<file path="src/rtl/sdda_pkg.sv">
// Shared types, widths and opcodes for the DDA stepper axis.
package sdda_pkg;

	localparam int POS_WIDTH_DEF = 32;
	localparam int OP_W = 3;
	localparam int VALUE_W = 32;
	localparam int DELTA_W = 31;
	localparam int ACC_W = 33;

	localparam logic [DELTA_W-1:0] DELTA_MAX = '1;
	localparam logic signed [ACC_W-1:0] ACC_MAX = {1'b0, {(ACC_W-1){1'b1}}};
	localparam logic signed [ACC_W-1:0] ACC_MIN = {1'b1, {(ACC_W-1){1'b0}}};

	typedef enum logic [OP_W-1:0] {
		OP_TICK   = 3'd0,
		OP_START  = 3'd1,
		OP_SETPOS = 3'd2,
		OP_JOGF   = 3'd3,
		OP_JOGR   = 3'd4
	} opcode_t;

	typedef struct packed {
		logic step_pulse;
		logic direction;
		logic may_step;
		logic on_target;
	} res_flags_t;

endpackage

</file>
<file path="src/rtl/sdda_step.sv">
// Next-state and result logic for one request applied to the axis state.
module sdda_step #(
	parameter int POS_WIDTH = sdda_pkg::POS_WIDTH_DEF
) (
	input  logic [sdda_pkg::OP_W-1:0]            op,
	input  logic signed [POS_WIDTH-1:0]          val,
	input  logic [sdda_pkg::DELTA_W-1:0]         mdelta,
	input  logic                                 min_sw,
	input  logic                                 max_sw,
	input  logic signed [POS_WIDTH-1:0]          pos_cur,
	input  logic signed [POS_WIDTH-1:0]          tgt_cur,
	input  logic                                 dir_cur,
	input  logic [sdda_pkg::DELTA_W-1:0]         delta_cur,
	input  logic signed [sdda_pkg::ACC_W-1:0]    acc_cur,
	input  logic [sdda_pkg::DELTA_W-1:0]         span_cur,
	output logic signed [POS_WIDTH-1:0]          pos_nxt,
	output logic signed [POS_WIDTH-1:0]          tgt_nxt,
	output logic                                 dir_nxt,
	output logic [sdda_pkg::DELTA_W-1:0]         delta_nxt,
	output logic signed [sdda_pkg::ACC_W-1:0]    acc_nxt,
	output logic [sdda_pkg::DELTA_W-1:0]         span_nxt,
	output sdda_pkg::res_flags_t                 flags
);
	import sdda_pkg::*;

	localparam int DW = (POS_WIDTH + 1 > 32) ? POS_WIDTH + 1 : 32;
	localparam int SW = ACC_W + 1;

	logic signed [POS_WIDTH-1:0] rc_tgt;
	logic signed [POS_WIDTH-1:0] rc_pos;
	logic signed [DW-1:0]        diff;
	logic [DW-1:0]               mag;
	logic                        rc_dir;
	logic [DELTA_W-1:0]          rc_delta;
	logic signed [SW-1:0]        sum;
	logic signed [SW-1:0]        sub;
	logic signed [ACC_W-1:0]     acc_add;
	logic signed [ACC_W-1:0]     acc_sub;
	logic                        tick_may;
	logic                        tick_step;
	logic                        pulse;
	logic signed [POS_WIDTH-1:0] pos_inc;
	logic signed [POS_WIDTH-1:0] pos_dec;

	function automatic logic allowed(input logic signed [POS_WIDTH-1:0] p,
			input logic signed [POS_WIDTH-1:0] t, input logic d,
			input logic mn, input logic mx);
		return (p != t) && !(mn && !d) && !(mx && d);
	endfunction

	// One shared direction/delta unit serves both start move and set position.
	assign rc_tgt = (op == OP_START) ? val : tgt_cur;
	assign rc_pos = (op == OP_SETPOS) ? val : pos_cur;
	assign diff = DW'(rc_tgt) - DW'(rc_pos);
	assign rc_dir = ~diff[DW-1];
	assign mag = diff[DW-1] ? $unsigned(-diff) : $unsigned(diff);
	assign rc_delta = (mag > DW'(DELTA_MAX)) ? DELTA_MAX : mag[DELTA_W-1:0];

	assign pos_inc = pos_cur + POS_WIDTH'(1);
	assign pos_dec = pos_cur - POS_WIDTH'(1);

	// DDA tick: saturating add of delta, then a saturating subtract of span on a step.
	assign tick_may = allowed(pos_cur, tgt_cur, dir_cur, min_sw, max_sw);
	assign sum = SW'(acc_cur) + SW'($signed({1'b0, delta_cur}));
	assign acc_add = (sum > SW'(ACC_MAX)) ? ACC_MAX : sum[ACC_W-1:0];
	assign tick_step = tick_may && !acc_add[ACC_W-1] && (acc_add != '0);
	assign sub = SW'(acc_add) - SW'($signed({2'b00, span_cur}));
	assign acc_sub = (sub < SW'(ACC_MIN)) ? ACC_MIN : sub[ACC_W-1:0];

	always_comb begin
		pos_nxt = pos_cur;
		tgt_nxt = tgt_cur;
		dir_nxt = dir_cur;
		delta_nxt = delta_cur;
		acc_nxt = acc_cur;
		span_nxt = span_cur;
		pulse = 1'b0;
		unique case (op)
			OP_TICK: begin
				if (tick_may) begin
					acc_nxt = tick_step ? acc_sub : acc_add;
				end
				if (tick_step) begin
					pos_nxt = dir_cur ? pos_inc : pos_dec;
					pulse = 1'b1;
				end
			end
			OP_START: begin
				tgt_nxt = val;
				dir_nxt = rc_dir;
				delta_nxt = rc_delta;
				span_nxt = mdelta;
				acc_nxt = -$signed(ACC_W'(mdelta >> 1));
			end
			OP_SETPOS: begin
				pos_nxt = val;
				dir_nxt = rc_dir;
				delta_nxt = rc_delta;
			end
			OP_JOGF: begin
				dir_nxt = 1'b1;
				pos_nxt = pos_inc;
				pulse = 1'b1;
			end
			OP_JOGR: begin
				dir_nxt = 1'b0;
				pos_nxt = pos_dec;
				pulse = 1'b1;
			end
			default: begin
			end
		endcase
	end

	// A tick reports the permission that gated it; other requests report it after the update.
	always_comb begin
		flags.step_pulse = pulse;
		flags.direction = dir_nxt;
		flags.may_step = (op == OP_TICK) ? tick_may
			: allowed(pos_nxt, tgt_nxt, dir_nxt, min_sw, max_sw);
		flags.on_target = (pos_nxt == tgt_nxt);
	end

endmodule

</file>
<file path="src/rtl/stepper_axis_dda.sv">
// One axis of a DDA stepper: a request register, the step logic and a result register.
// Each request (tick, start move, set position or a jog) is taken into an input
// register and applied to the axis state as it leaves that register. Its result lands
// in an output register at that moment, so a request can enter every cycle while the
// result side does not stall, and waits there until taken. The axis state registers are
// updated in the same cycle the result is captured, which makes back-to-back requests
// see each other's effects in order.
// Position arithmetic wraps at POS_WIDTH bits; the reported position is the low 32
// bits of the sign-extended position. A stall on the result side holds the result and
// backs up into the request side after the input register fills.
module stepper_axis_dda #(
	parameter int POS_WIDTH = sdda_pkg::POS_WIDTH_DEF
) (
	input  logic                                 clk,
	input  logic                                 arst_n,
	input  logic                                 cmd_valid,
	output logic                                 cmd_stall,
	input  logic [sdda_pkg::OP_W-1:0]            opcode,
	input  logic signed [sdda_pkg::VALUE_W-1:0]  value,
	input  logic [sdda_pkg::DELTA_W-1:0]         move_span,
	input  logic                                 min_switch,
	input  logic                                 max_switch,
	output logic                                 res_valid,
	input  logic                                 res_stall,
	output logic                                 step_pulse,
	output logic                                 direction,
	output logic signed [sdda_pkg::VALUE_W-1:0]  position,
	output logic                                 may_step,
	output logic                                 on_target
);
	import sdda_pkg::*;

	localparam int MW = (POS_WIDTH > VALUE_W) ? POS_WIDTH : VALUE_W;

	logic                        valid_s1;
	logic [OP_W-1:0]             op_s1;
	logic signed [VALUE_W-1:0]   value_s1;
	logic [DELTA_W-1:0]          mdelta_s1;
	logic                        min_s1;
	logic                        max_s1;

	logic                        res_valid_s2;
	res_flags_t                  flags_s2;
	logic signed [VALUE_W-1:0]   pos_out_s2;

	logic signed [POS_WIDTH-1:0] pos_q;
	logic signed [POS_WIDTH-1:0] tgt_q;
	logic                        dir_q;
	logic [DELTA_W-1:0]          delta_q;
	logic signed [ACC_W-1:0]     acc_q;
	logic [DELTA_W-1:0]          span_q;

	logic signed [POS_WIDTH-1:0] pos_nxt;
	logic signed [POS_WIDTH-1:0] tgt_nxt;
	logic                        dir_nxt;
	logic [DELTA_W-1:0]          delta_nxt;
	logic signed [ACC_W-1:0]     acc_nxt;
	logic [DELTA_W-1:0]          span_nxt;
	res_flags_t                  flags;

	logic signed [MW-1:0]        val_ext;
	logic signed [POS_WIDTH-1:0] val_p;
	logic signed [MW-1:0]        pos_ext;
	logic                        load;
	logic                        advance;

	assign advance = valid_s1 && (!res_valid_s2 || !res_stall);
	assign cmd_stall = valid_s1 && !advance;
	assign load = cmd_valid && !cmd_stall;

	always_ff @(posedge clk or negedge arst_n) begin
		if (!arst_n) begin
			valid_s1 <= 1'b0;
			res_valid_s2 <= 1'b0;
		end else begin
			valid_s1 <= load || (valid_s1 && !advance);
			if (advance) begin
				res_valid_s2 <= 1'b1;
			end else if (!res_stall) begin
				res_valid_s2 <= 1'b0;
			end
		end
	end

	always_ff @(posedge clk) begin
		if (load) begin
			op_s1 <= opcode;
			value_s1 <= value;
			mdelta_s1 <= move_span;
			min_s1 <= min_switch;
			max_s1 <= max_switch;
		end
	end

	assign val_ext = MW'(value_s1);
	assign val_p = val_ext[POS_WIDTH-1:0];

	sdda_step #(
		.POS_WIDTH(POS_WIDTH)
	) u_step (
		.op       (op_s1),
		.val      (val_p),
		.mdelta   (mdelta_s1),
		.min_sw   (min_s1),
		.max_sw   (max_s1),
		.pos_cur  (pos_q),
		.tgt_cur  (tgt_q),
		.dir_cur  (dir_q),
		.delta_cur(delta_q),
		.acc_cur  (acc_q),
		.span_cur (span_q),
		.pos_nxt  (pos_nxt),
		.tgt_nxt  (tgt_nxt),
		.dir_nxt  (dir_nxt),
		.delta_nxt(delta_nxt),
		.acc_nxt  (acc_nxt),
		.span_nxt (span_nxt),
		.flags    (flags)
	);

	always_ff @(posedge clk or negedge arst_n) begin
		if (!arst_n) begin
			pos_q <= '0;
			tgt_q <= '0;
			dir_q <= 1'b1;
			delta_q <= '0;
			acc_q <= '0;
			span_q <= '0;
		end else if (advance) begin
			pos_q <= pos_nxt;
			tgt_q <= tgt_nxt;
			dir_q <= dir_nxt;
			delta_q <= delta_nxt;
			acc_q <= acc_nxt;
			span_q <= span_nxt;
		end
	end

	assign pos_ext = MW'(pos_nxt);

	always_ff @(posedge clk) begin
		if (advance) begin
			flags_s2 <= flags;
			pos_out_s2 <= pos_ext[VALUE_W-1:0];
		end
	end

	assign res_valid = res_valid_s2;
	assign step_pulse = flags_s2.step_pulse;
	assign direction = flags_s2.direction;
	assign position = pos_out_s2;
	assign may_step = flags_s2.may_step;
	assign on_target = flags_s2.on_target;

`ifndef ASSERT_OFF
	a_stall_needs_full: assert property (@(posedge clk) disable iff (!arst_n)
		cmd_stall |-> valid_s1)
		else $error("request side stalled with an empty input register");

	a_tick_gated: assert property (@(posedge clk) disable iff (!arst_n)
		(advance && op_s1 == OP_TICK && !flags.may_step) |-> !flags.step_pulse)
		else $error("tick stepped although stepping was not allowed");

	a_start_acc: assert property (@(posedge clk) disable iff (!arst_n)
		(advance && op_s1 == OP_START) |=> (acc_q[ACC_W-1] || acc_q == '0))
		else $error("accumulator positive right after a start move");

	a_jog_dir: assert property (@(posedge clk) disable iff (!arst_n)
		(advance && op_s1 == OP_JOGF) |=> (dir_q && res_valid_s2 && step_pulse))
		else $error("forward jog did not set direction and step");
`endif

endmodule
</file>
<file path="config.mk">
export PLATFORM = sky130hd
export DESIGN_NAME = stepper_axis_dda
export DESIGN_NICKNAME = d
export VERILOG_FILES = /design/src/rtl/sdda_pkg.sv /design/src/rtl/sdda_step.sv /design/src/rtl/stepper_axis_dda.sv
export SDC_FILE = /design/constraint.sdc
export NUM_CORES = 1
export LEC_CHECK = 0
export BUFFER_PORTS_ARGS = -buffer_cell sky130_fd_sc_hd__buf_4
export CAP_MARGIN = 25
export CORE_ASPECT_RATIO = 1.4
export CORE_MARGIN = 2
export CORE_UTILIZATION = 35
export DETAILED_ROUTE_END_ITERATION = 10
export SLEW_MARGIN = 20
export SYNTH_ARGS = -nofsm -noshare
export SYNTH_HDL_FRONTEND = slang
export SYNTH_SLANG_ARGS = --single-unit
export TNS_END_PERCENT = 10
</file>
<file path="constraint.sdc">
create_clock -name clk -period 11.15 [get_ports clk]
set_input_delay 0.5575 -clock clk [delete_from_list [all_inputs] [get_ports clk]]
set_output_delay 0.5575 -clock clk [all_outputs]
set_load 0.05 [all_outputs]
</file>
* Yosys cells after proc, flatten, opt, wreduce, memory -nomap -nowiden *
Index checks and enable logic that the tools add are counted.

word-level totals
  bits in registers = 266
  latch bits = 0
  memory bits (writable) = 0
  bits in read-only memories = 0
  input port bits = 72
  output and inout port bits = 38
  memories kept = 0

cells by class
  add/sub/neg operators = 7
  multipliers = 0
  divide/modulo/power cells = 0
  order comparisons = 3
  equal/unequal tests = 9
  shift operators = 0
  muxes and demuxes = 18
  bitwise gates (word level) = 1
  reductions and logical operators = 34

operators with widths
  cell                     count
  $mux W33                 5
  $mux W32                 4
  $pmux W32 S4             1
  $pmux W33 S2             1
  $ne A32 B32 Y1           2
  $add A33 B32 Y34         1
  $gt A34 B33 Y1 const B   1
  $lt A34 B33 Y1 const B   1
  $sub A33 B32 Y34         1
  $gt A33 B31 Y1 const B   1
  $neg A30 Y33             1
  $neg A33 Y33             1
  $reduce_bool A33 Y1      1
  $sub A32 B32 Y33         1
  $add A32 B2 Y32 const B  1
  $eq A32 B32 Y1           1
  $sub A32 B2 Y32 const B  1
  $mux W31                 1
  $logic_and A1 B1 Y1      13
  $logic_not A1 Y1         11
  $eq A3 B2 Y1 const B     2
  $mux W1                  4
  $ne A2 B1 Y1 const B     2
  $reduce_and A2 Y1        2
  10 further kinds         12

* Longest topological paths before layout *
Gate-level depths: netlist (run 1).

  depth after elaboration = 13
  mapped depth = 31
  depth with buffers taken out = 28

* By module *
Synthesis (run 1) repeated with hierarchy kept, for this count alone.

unflattened totals
  cells, all modules = 2703
  area, all modules = 23491.3 um^2

by module, submodules not included
  module            times used  cells an instance  area an instance (um^2)  sequential area each (um^2)
  sdda_step         1           2253               13873.3                  0.0
  stepper_axis_dda  1           450                9618.0                   7178.1

* Worst setup path after synthesis (run 1) *
OpenSTA, ideal clock, no wires.

  path type = register to register
  start point = register delta_q[6]
  end point = register acc_q[19]
  library setup time = 145 ps
  arrival time = 5864 ps
  setup slack = 5140 ps
  stages on the path, launching flop included = 28
  cells stage by stage = dfrtp_1 -> ha_1 -> a211oi_1 -> and4b_1 -> a2111oi_2 -> o31a_2 -> a21oi_1 -> nand2_1 -> and2_1 -> clkbuf_1 -> or2_2 -> ha_1 -> a21o_1 -> a21oi_1 -> o21bai_1 -> a21o_1 -> a21oi_1 -> o21ai_0 -> o31ai_1 -> o221ai_1 -> o21a_1 -> a31oi_1 -> a31o_1 -> clkbuf_1 -> or2_1 -> clkbuf_1 -> buf_2 -> o221ai_1

between the ends
  cells in the longest elaborated chain, start to end = 9
  elaborated cells on any way between the ends = 13

RTL lines
  element                                                line                              text
  from (decl)                                            stepper_axis_dda.sv:49            logic [DELTA_W-1:0] delta_q;
  from (signal assigned)                                 stepper_axis_dda.sv:133           delta_q <= delta_nxt;
  $add A33 B32 Y34 (*)                                   sdda_step.sv:64                   assign sum = SW'(acc_cur) + SW'($signed({1'b0, delta_cur}));
  $gt A34 B33 Y1                                         sdda_step.sv:65                   assign acc_add = (sum > SW'(ACC_MAX)) ? ACC_MAX : sum[ACC_W-1:0];
  $mux W33 (*)                                           sdda_step.sv:65
  $sub A33 B32 Y34 or $logic_not A1 Y1 (tied branches)   sdda_step.sv:67, sdda_step.sv:66
  $lt A34 B33 Y1 or $logic_and A1 B1 Y1 (tied branches)  sdda_step.sv:68, sdda_step.sv:66
  $mux W33 or $logic_and A1 B1 Y1 (tied branches)        sdda_step.sv:68, sdda_step.sv:66
  $mux W33 (*)                                           sdda_step.sv:81                   acc_nxt = tick_step ? acc_sub : acc_add;
  $mux W33 (*)                                           sdda_step.sv:80                   if (tick_may) begin
  $pmux W33 S2 (*)                                       sdda_step.sv:78                   unique case (op)
  to (signal assigned)                                   stepper_axis_dda.sv:134           acc_q <= acc_nxt;
  to (decl)                                              stepper_axis_dda.sv:50            logic signed [ACC_W-1:0] acc_q;

Every way passes the cells marked *; elsewhere a longest branch is shown, timed or not. The select of a mux whose other input is x is not followed.
A chain may end at the register's enable or synchronous reset.

* Final worst setup path (run 1) *
  start point = register op_s1[0]
  end point = register delta_q[1]

between the ends
  cells in the longest elaborated chain, start to end = 7
  elaborated cells on any way between the ends = 11

RTL lines
  element                 line                    text
  from (decl)             stepper_axis_dda.sv:36  logic [OP_W-1:0] op_s1;
  from (signal assigned)  stepper_axis_dda.sv:87  op_s1 <= opcode;
  $eq A3 B1 Y1 (*)        --
  $mux W32 (*)            --
  named net tgt_nxt[8]    stepper_axis_dda.sv:54  logic signed [POS_WIDTH-1:0] tgt_nxt;
  $sub A32 B32 Y33 (*)    sdda_step.sv:54         assign diff = DW'(rc_tgt) - DW'(rc_pos);
  $neg A33 Y33            sdda_step.sv:56         assign mag = diff[DW-1] ? $unsigned(-diff) : $unsigned(diff);
  $mux W33 (*)            sdda_step.sv:56
  $gt A33 B31 Y1          sdda_step.sv:57         assign rc_delta = (mag > DW'(DELTA_MAX)) ? DELTA_MAX : mag[DELTA_W-1:0];
  $mux W31 (*)            sdda_step.sv:57

The timed path passes the listed nets; every way through them passes the cells marked *.

==> results of run 1 <==
flip-flops by register name (all words and copies together), names as in the netlist:
register	flops
acc_q	33
delta_q	31
dir_q	1
direction	1
max_s1	1
may_step	1
mdelta_s1	31
min_s1	1
on_target	1
op_s1	3
pos_q	32
position	32
res_valid	1
span_q	31
step_pulse	1
tgt_q	32
val_ext	32
valid_s1	1
final timing paths:
kind,end,startpoint,cells after the start,slack [ns]
setup / recovery,delta_q[1],op_s1[0],22,3.64
hold / removal,val_ext[15],value[15],1,0.12
setup reg to reg,delta_q[1],op_s1[0],22,3.64
hold reg to reg,span_q[2],span_q[2],2,0.49
max in group asynchronous,span_q[24],arst_n,4,8.71
min in group asynchronous,pos_q[10],arst_n,2,0.46
layout make-up:
cell class | instances | area, um^2
clock inverter | 19 | 169
multi-input combinational | 2113 | 14000
timing repair buffer | 152 | 1180
sequential | 266 | 7180
tap | 832 | 1040
fill | 6392 | 38000
inverter | 112 | 420
clock buffer | 39 | 857
critical path: stages, from the launching register on:
cell	delay [ns]
sky130_fd_sc_hd__edfxtp_1	0.34
sky130_fd_sc_hd__buf_4	0.36
sky130_fd_sc_hd__inv_1	0.07
sky130_fd_sc_hd__buf_4	0.22
sky130_fd_sc_hd__nor3_2	0.24
sky130_fd_sc_hd__buf_4	0.69
sky130_fd_sc_hd__mux2i_1	0.55
sky130_fd_sc_hd__inv_1	0.16
sky130_fd_sc_hd__ha_1	0.29
sky130_fd_sc_hd__a211o_1	0.33
sky130_fd_sc_hd__a2111oi_1	0.85
sky130_fd_sc_hd__nor3_1	0.19
sky130_fd_sc_hd__nor3_1	0.49
sky130_fd_sc_hd__a21o_1	0.22
sky130_fd_sc_hd__a311oi_1	0.13
sky130_fd_sc_hd__a2111oi_0	0.53
sky130_fd_sc_hd__and3b_1	0.27
sky130_fd_sc_hd__nand4b_1	0.16
sky130_fd_sc_hd__nor4_1	0.30
sky130_fd_sc_hd__a31oi_1	0.15
sky130_fd_sc_hd__o21ai_2	0.40
sky130_fd_sc_hd__buf_6	0.25
sky130_fd_sc_hd__a41oi_1	0.11
kinds of logic after synthesis:
logic type	share of synthesized area
AOI/OAI and AO/OA	0.216
xor gates and xnor gates	0.0883
adders and majority gates	0.0580
buffers and inverters	0.0495
DFF	0.324
muxes	0.0578
and+or+nand+nor	0.207
stage by stage:
step	cell area, um^2	std cells	worst slack (ns)
global route	24800	3533	2.94
floorplan	22200	2659	5.14
finish	24800	3533	3.64
detailed placement	23700	3472	3.70
global placement	23700	3471	3.32
CTS	24800	3531	3.67
where the power goes:
part / switching [uW] / internal [uW]
Clock: 447 / 591
Combinational: 4190 / 2610
Sequential: 343 / 1290
routing by layer:
layer / global-route usage / vias to the layer above
met4: 0.156 / 0
met2: 0.436 / 806
met1: 0.275 / 10000
met5: 0 / -
met3: 0.0286 / 250
li1: - / 9758
layout by cell type, fill, tap and decap left out, drive strengths merged, types with 32 or more instances in the layout:
| master | synthesis | final |
|---|---|---|
| a211oi | 32 | 32 |
| a21o | 33 | 33 |
| a21oi | 202 | 202 |
| a31oi | 52 | 52 |
| and3 | 33 | 33 |
| buf | 25 | 151 |
| clkbuf | 143 | 39 |
| dfrtp | 161 | 161 |
| edfxtp | 104 | 104 |
| ha | 98 | 98 |
| inv | 112 | 113 |
| mux2 | 65 | 65 |
| mux2i | 55 | 55 |
| nand2 | 307 | 307 |
| nand3 | 60 | 60 |
| nand4 | 32 | 32 |
| nor2 | 209 | 209 |
| nor3 | 79 | 79 |
| nor4 | 40 | 40 |
| o21ai | 162 | 162 |
| xnor2 | 102 | 102 |
| xor2 | 120 | 120 |
==> impl_summary.txt, run 1 <==
----------------------------------------------------
[STA]
  Final worst path period need ... 7.51 ns
  Setup TNS ... 0 ns
  Slew Viols, Final ... 0
  Setup repair after global routing missed its margin ... no
  Transition at the pin with the smallest max-transition slack ... 1.03 ns
  Worst-case clock skew ... 0.0165 ns
  Post-route clock period utilization ... 0.674
  Final setup viols ... 0
  Worst slew slack as a fraction of its limit ... 0.294
  Peak Freq ... 133 MHz
  Final hold vios ... 0
  Worst hold margin ... 0.124 ns

[Clock tree]
  Clock network latency to the later pin of the worst-skew pair ... 0.61 ns
  Number of hold buffers added after CTS ... 1
  Root Buffer ... sky130_fd_sc_hd__clkbuf_16
  H-tree levels ... 1
  Post-cts resize count ... 0
  Number of setup buffers added after CTS ... 0
  Number of buffers inserted during clock tree synthesis ... 31
  Sinks on Clock Net ... 266
  Clock tree from TritonCTS ... done
  Clock tree buffer depth ... 3
  Clock transition time at the flip-flop clock pins of the worst setup and hold paths ... 0.07 ns

[Power and ir drop]
  Peak supply drop ... 0.163 mV
  PnR Total Power ... 9480 uW
  Power per cell area ... 382 mW/mm^2
  Leakage ... 0.0100 uW

[Flow run]
  Maxcap violations ... 0

[GRT]
  All-layer global routing usage ... 0.244
  Initial antenna violation count ... 0
  First-pass GRT wire length ... 123000 um
  Vias in the first global route ... 20800
  Maximum number of pins on one net before global-route repair ... 74
  Remaining Overflow, GRT ... 0

[Critical path]
  WP data required ... 11.59 ns
  Critical path fanouts, max ... 54
  Category of the most critical setup path ... reg2reg
  Launching element type of the critical path ... flip-flop
  Capturing element type of the critical path ... flip-flop
  WP data arrival ... 7.96 ns

[Final layout]
  Area growth syn-to-layout ... 11.9%
  Net count, final ... 2849
  Utilization after layout ... 0.395
  Fraction of final layout cells with drive strength greater than 1 ... 0.124
  Count of inserted antenna diode cells ... 0

[Floorplan]
  Initial cell density of the core ... 0.353
  Placeable core region ... 0.0629 mm^2
  Total number of placement rows ... 109
  Die width ... 217 um
  Die Footprint ... 0.0654 mm^2
  I/O Pins ... 110
  Die span in y ... 302 um

[Synth]
  Dominant cell by count in the synthesized netlist ... sky130_fd_sc_hd__nand2_1
  Number of enable-type register cells in the synthesized netlist ... 104
  Post-synthesis sequential element count ... 266
  Share of the synthesized area in the top cell type ... 0.182
  Seq/Total Area, Yosys ... 0.324
  Post-Syn Instances ... 2659
  Cell types with the largest area share after synthesis ... sky130_fd_sc_hd__dfrtp_1, sky130_fd_sc_hd__edfxtp_1, sky130_fd_sc_hd__ha_1
  Synthesized area divided by synthesized cell count ... 8.34 um^2
  Number of distinct standard cells referenced by the synthesized netlist ... 104
  Async S/R FF share, synth ... 0.609
  Most used flip-flop cell after synthesis ... sky130_fd_sc_hd__dfrtp_1
  Warning count from the yosys run ... 0
  Post-Syn Nets ... 2832
  Netlist Area Pre-Place ... 0.0222 mm^2
  Commonest cells in the netlist ... sky130_fd_sc_hd__nand2_1, sky130_fd_sc_hd__nor2_1, sky130_fd_sc_hd__a21oi_1
  Cell type with the largest total area after synthesis ... sky130_fd_sc_hd__dfrtp_1

[Drt]
  Remaining design rule violation count ... 0
  Wire length after detailed routing ... 81800 um
  Met3 wire length ... 4320 um
  Met2 routed wirelength ... 40300 um
  Via count of the routed design ... 20900
  Wire per inst ... 23.1 um
  Detailed-route wire length on metal 1 ... 31500 um
  Iter 0 DRT Violations ... 1816
  Detail Route Antenna Nets ... 0
  Count of TritonRoute iterations in the first routing pass ... 8
  Uppermost metal layer occupied by signal nets ... met4
  Avg Vias per Cell ... 5.90

[Placed design]
  DP HPWL ... 61200 um
  Routability cong. ... 0.993
  PortBufs ... 109

[Min path]
  Class of the tightest hold or removal check ... in2reg

[Status]
  Run status ... finished, final reports clean

----------------------------------------------------
(Power assumes the default switching activity.)
==> inputs of run 2 (changes only) <==
--- a/config.mk
+++ b/config.mk
@@ -5,6 +5,7 @@
 export SDC_FILE = /design/constraint.sdc
 export NUM_CORES = 1
 export LEC_CHECK = 0
+export ABC_AREA = 1
 export BUFFER_PORTS_ARGS = -buffer_cell sky130_fd_sc_hd__buf_4
 export CAP_MARGIN = 25
 export CORE_ASPECT_RATIO = 1.4
==> constraint.sdc (replaced) <==
create_clock -name clk -period 7.6 [get_ports clk]
set_input_delay 0.38 -clock clk [delete_from_list [all_inputs] [get_ports clk]]
set_output_delay 0.38 -clock clk [all_outputs]
set_load 0.05 [all_outputs]
==> run 2 against run 1 <==
Effect of this change:
- count of clock-buffer cells in the layout is the same
- via count grew 6.7%
- design area grew 3.6%
- synthesized cell count grew 26%
- die area grew 0.98%
- fmax grew 17%
- largest cell class unchanged
- cell count grew 22%
- core utilization grew 1.2 points
- sequential power grew 37%
- sequential cell count is the same
- critical endpoint is now acc_q[1]
- combinational power grew 31%
==> impl_summary.txt, run 2 <==
----------------------------------------------------
[Synth]
  Share of the synthesized area in the top cell type ... 0.180 (-0.00180)
  Synthesized area divided by synthesized cell count ... 6.70 um^2 (-20%)
  Cell type with the largest total area after synthesis ... sky130_fd_sc_hd__dfrtp_1
  Commonest cells in the netlist ... sky130_fd_sc_hd__nand2_1, sky130_fd_sc_hd__inv_1, sky130_fd_sc_hd__nor2_1
  Post-Syn Nets ... 3516 (+24%)
  Warning count from the yosys run ... 0 (unchanged)
  Post-Syn Instances ... 3343 (+26%)
  Seq/Total Area, Yosys ... 0.320 (-0.00320)
  Netlist Area Pre-Place ... 0.0224 mm^2 (+1.0%)
  Cell types with the largest area share after synthesis ... sky130_fd_sc_hd__dfrtp_1, sky130_fd_sc_hd__nand2_1, sky130_fd_sc_hd__edfxtp_1
  Async S/R FF share, synth ... 0.609 (unchanged)
  Dominant cell by count in the synthesized netlist ... sky130_fd_sc_hd__nand2_1
  Number of enable-type register cells in the synthesized netlist ... 104 (unchanged)
  Most used flip-flop cell after synthesis ... sky130_fd_sc_hd__dfrtp_1
  Number of distinct standard cells referenced by the synthesized netlist ... 59 (-43%)
  Post-synthesis sequential element count ... 266 (unchanged)

[GRT]
  Vias in the first global route ... 22400 (+7.7%)
  Remaining Overflow, GRT ... 0 (unchanged)
  Initial antenna violation count ... 1 (+1)
  First-pass GRT wire length ... 125000 um (+0.98%)
  All-layer global routing usage ... 0.243 (-0.000594)
  Maximum number of pins on one net before global-route repair ... 71 (-4.1%)

[Placed design]
  Placement Cell Area ... 0.0240 mm^2 (+1.0%)
  PortBufs ... 109 (unchanged)
  Routability cong. ... 0.972 (-2.1%)
  DP HPWL ... 60700 um (-0.81%)

[Critical path]
  Startpoint of the most critical register-to-register path ... acc_q[0]
  Cell at the slowest stage of the critical path ... sky130_fd_sc_hd__inv_1
  Worst path max stage delay ... 0.59 ns (-0.26 ns)
  Endpoint of the worst-slack reg-to-reg timing path ... acc_q[1]
  Depth of the worst register-to-register path ... 34 (+55%)
  Category of the most critical setup path ... reg2reg
  Cell mode on critical path ... sky130_fd_sc_hd__nand2_1
  WP data arrival ... 6.92 ns (-1.04 ns)
  Launching element type of the critical path ... flip-flop
  Register-to-register setup slack ... 1.18 ns (-2.46 ns)
  Capturing element type of the critical path ... flip-flop
  WP data required ... 8.09 ns (-3.50 ns)
  Critical path fanouts, max ... 28 (-48%)

[Clock tree]
  Number of buffers inserted during clock tree synthesis ... 30 (-3.2%)
  Clock network latency to the later pin of the worst-skew pair ... 0.63 ns (+0.02 ns)
  Sinks on Clock Net ... 266 (unchanged)
  Post-cts resize count ... 0 (unchanged)
  Clock tree buffer depth ... 3 (unchanged)
  H-tree levels ... 1 (unchanged)
  Clock transition time at the flip-flop clock pins of the worst setup and hold paths ... 0.07 ns (about the same)
  Root Buffer ... sky130_fd_sc_hd__clkbuf_16
  Clock tree from TritonCTS ... done

[STA]
  Final hold vios ... 0 (unchanged)
  Transition at the pin with the smallest max-transition slack ... 1.01 ns (-0.0260 ns)
  Setup repair after global routing missed its margin ... no
  Slew Viols, Final ... 0 (unchanged)
  Final setup viols ... 0 (unchanged)
  Peak Freq ... 156 MHz (+17%)
  Worst hold margin ... 0.304 ns (+0.181 ns)
  Final worst path period need ... 6.42 ns (-1.09 ns)
  Worst-case clock skew ... 0.0358 ns (+0.0193 ns)
  Setup TNS ... 0 ns (unchanged)
  Worst slew slack as a fraction of its limit ... 0.323 (+0.0289)
  Post-route clock period utilization ... 0.845 (+0.172)

[Final layout]
  Fillers ... 6802 (+6.4%)
  Net count, final ... 3635 (+28%)
  Fraction of final layout cells with drive strength greater than 1 ... 0.0746 (-0.0498)
  Layout Cell Area excl Fill ... 0.0257 mm^2 (+3.6%)
  Commonest cells after routing, fill and taps aside ... sky130_fd_sc_hd__nand2_1, sky130_fd_sc_hd__inv_1, sky130_fd_sc_hd__nor2_1, sky130_fd_sc_hd__o21ai_0, sky130_fd_sc_hd__nand3_1
  Area growth syn-to-layout ... 14.9%
  Area taken by multi-input logic gates ... 0.0130 mm^2 (-7.2%)
  Area used by sequential logic in the layout ... 0.00718 mm^2 (unchanged)
  Reg with most FFs ... acc_q
  Most common cell after layout, fill and taps aside ... sky130_fd_sc_hd__nand2_1
  Flip-flop count of the largest register after layout ... 33 (unchanged)

[Flow run]
  Maxcap violations ... 0 (unchanged)

[Drt]
  Wire length after detailed routing ... 80100 um (-2.0%)
  Met2 routed wirelength ... 39700 um (-1.7%)
  Via count of the routed design ... 22300 (+6.7%)
  Detailed-route wire length on metal 1 ... 30400 um (-3.5%)
  Wire per inst ... 18.6 um (-20%)
  Met3 wire length ... 3180 um (-26%)
  Iter 0 DRT Violations ... 1452 (-20%)
  Uppermost metal layer occupied by signal nets ... met4
  Remaining design rule violation count ... 0 (unchanged)
  Count of TritonRoute iterations in the first routing pass ... 5 (-3)
  Avg Vias per Cell ... 5.15 (-13%)
  Detail Route Antenna Nets ... 0 (unchanged)

[Status]
  Run status ... finished, final reports clean

[Floorplan]
  Die span in y ... 303 um (+0.49%)
  Die Footprint ... 0.0661 mm^2 (+0.98%)
  Die width ... 218 um (+0.49%)
  I/O Pins ... 110 (unchanged)
  Initial cell density of the core ... 0.354 (+0.00122)
  Placeable core region ... 0.0633 mm^2 (+0.65%)
  Total number of placement rows ... 109 (unchanged)

[Power and ir drop]
  Peak supply drop ... 0.258 mV (+58%)
  Power per cell area ... 493 mW/mm^2 (+29%)
  Leakage ... 0.0124 uW (+23%)

[Min path]
  Class of the tightest hold or removal check ... in2async

----------------------------------------------------
==> run 2: changes by cell type after synthesis, moves of 46 or more <==
| cell | before | now |
|---|---|---|
| sky130_fd_sc_hd__clkbuf_1 | 143 | 96 |
| sky130_fd_sc_hd__inv_1 | 111 | 464 |
| sky130_fd_sc_hd__mux2_2 | 65 | 1 |
| sky130_fd_sc_hd__mux2i_1 | 55 | 1 |
| sky130_fd_sc_hd__nand2_1 | 306 | 884 |
| sky130_fd_sc_hd__nand3_1 | 60 | 200 |
| sky130_fd_sc_hd__nor2_1 | 209 | 363 |
| sky130_fd_sc_hd__o21ai_0 | 145 | 250 |
| sky130_fd_sc_hd__xnor2_1 | 101 | 55 |
==> run 2: cell families after synthesis <==
group	Yosys count	share of synthesized area
buffers and inverters	593	0.102
adders and majority gates	101	0.0574
muxes	2	0.000949
and+or+nand+nor	1645	0.310
AOI/OAI and AO/OA	564	0.142
xor gates and xnor gates	172	0.0672
DFF	266	0.320
==> run 2: worst max path at each step <==
stage	startpoint	cells after the start	to	slack, ns
floorplan	delta_q[0]	35	acc_q[12]	2.59
global placement	acc_q[0]	34	acc_q[1]	1.43
detailed placement	delta_q[0]	34	acc_q[1]	1.29
CTS	acc_q[0]	34	acc_q[1]	1.21
global route	acc_q[0]	34	acc_q[21]	0.57
finish	acc_q[0]	34	acc_q[1]	1.18
==> run 2: report_power, final <==
group | total, uW | internal (uW) | switching, uW
Combinational | 8920 | 3000 | 5920
Clock | 1530 | 885 | 648
Sequential | 2240 | 1860 | 387
Total | 12700 | 5740 | 6960
==> run 2: area by class of cell <==
class                      instances  share of cell area
tap                              832              0.0404
multi-input combinational       2484               0.504
antenna                            1           0.0000972
clock inverter                    17             0.00870
timing repair buffer             207              0.0674
sequential                       266               0.279
clock buffer                      39              0.0313
inverter                         473              0.0691
==> run 2: worst max-delay path, delay by kind of cell, from the launching register on <==
family	cells	cell delay, ns
AND/OR/NAND/NOR	15	1.56
AO/OA/AOI/OAI	12	2.25
adder cells (fa/ha/maj)	3	0.99
buffers and inverters	4	1.10
flip-flops	1	0.36
==> run 2: through the flow <==
step | total power, uW | setup slack (ns) | std cells | utilization
global route | 14000 | 0.568 | 4318 | 0.407
CTS | 12700 | 1.21 | 4318 | 0.407
detailed placement | 11100 | 1.29 | 4191 | 0.379
global placement | 11100 | 1.43 | 4191 | 0.379
floorplan | 8690 | 2.59 | 3343 | -
finish | 12700 | 1.18 | 4319 | 0.407
==> run 2: metal layers <==
metal | track usage | vias up
met5 | 0 | -
met4 | 0.181 | 0
met3 | 0.0244 | 280
met2 | 0.436 | 720
met1 | 0.266 | 10200
li1 | - | 11100
==> run 2: repair_timing <==
action,CTS,global route
setup endpoints to repair,0,0
endpoints found under the hold margin,113,0
buffers inserted,0,0
hold buffers,71,0
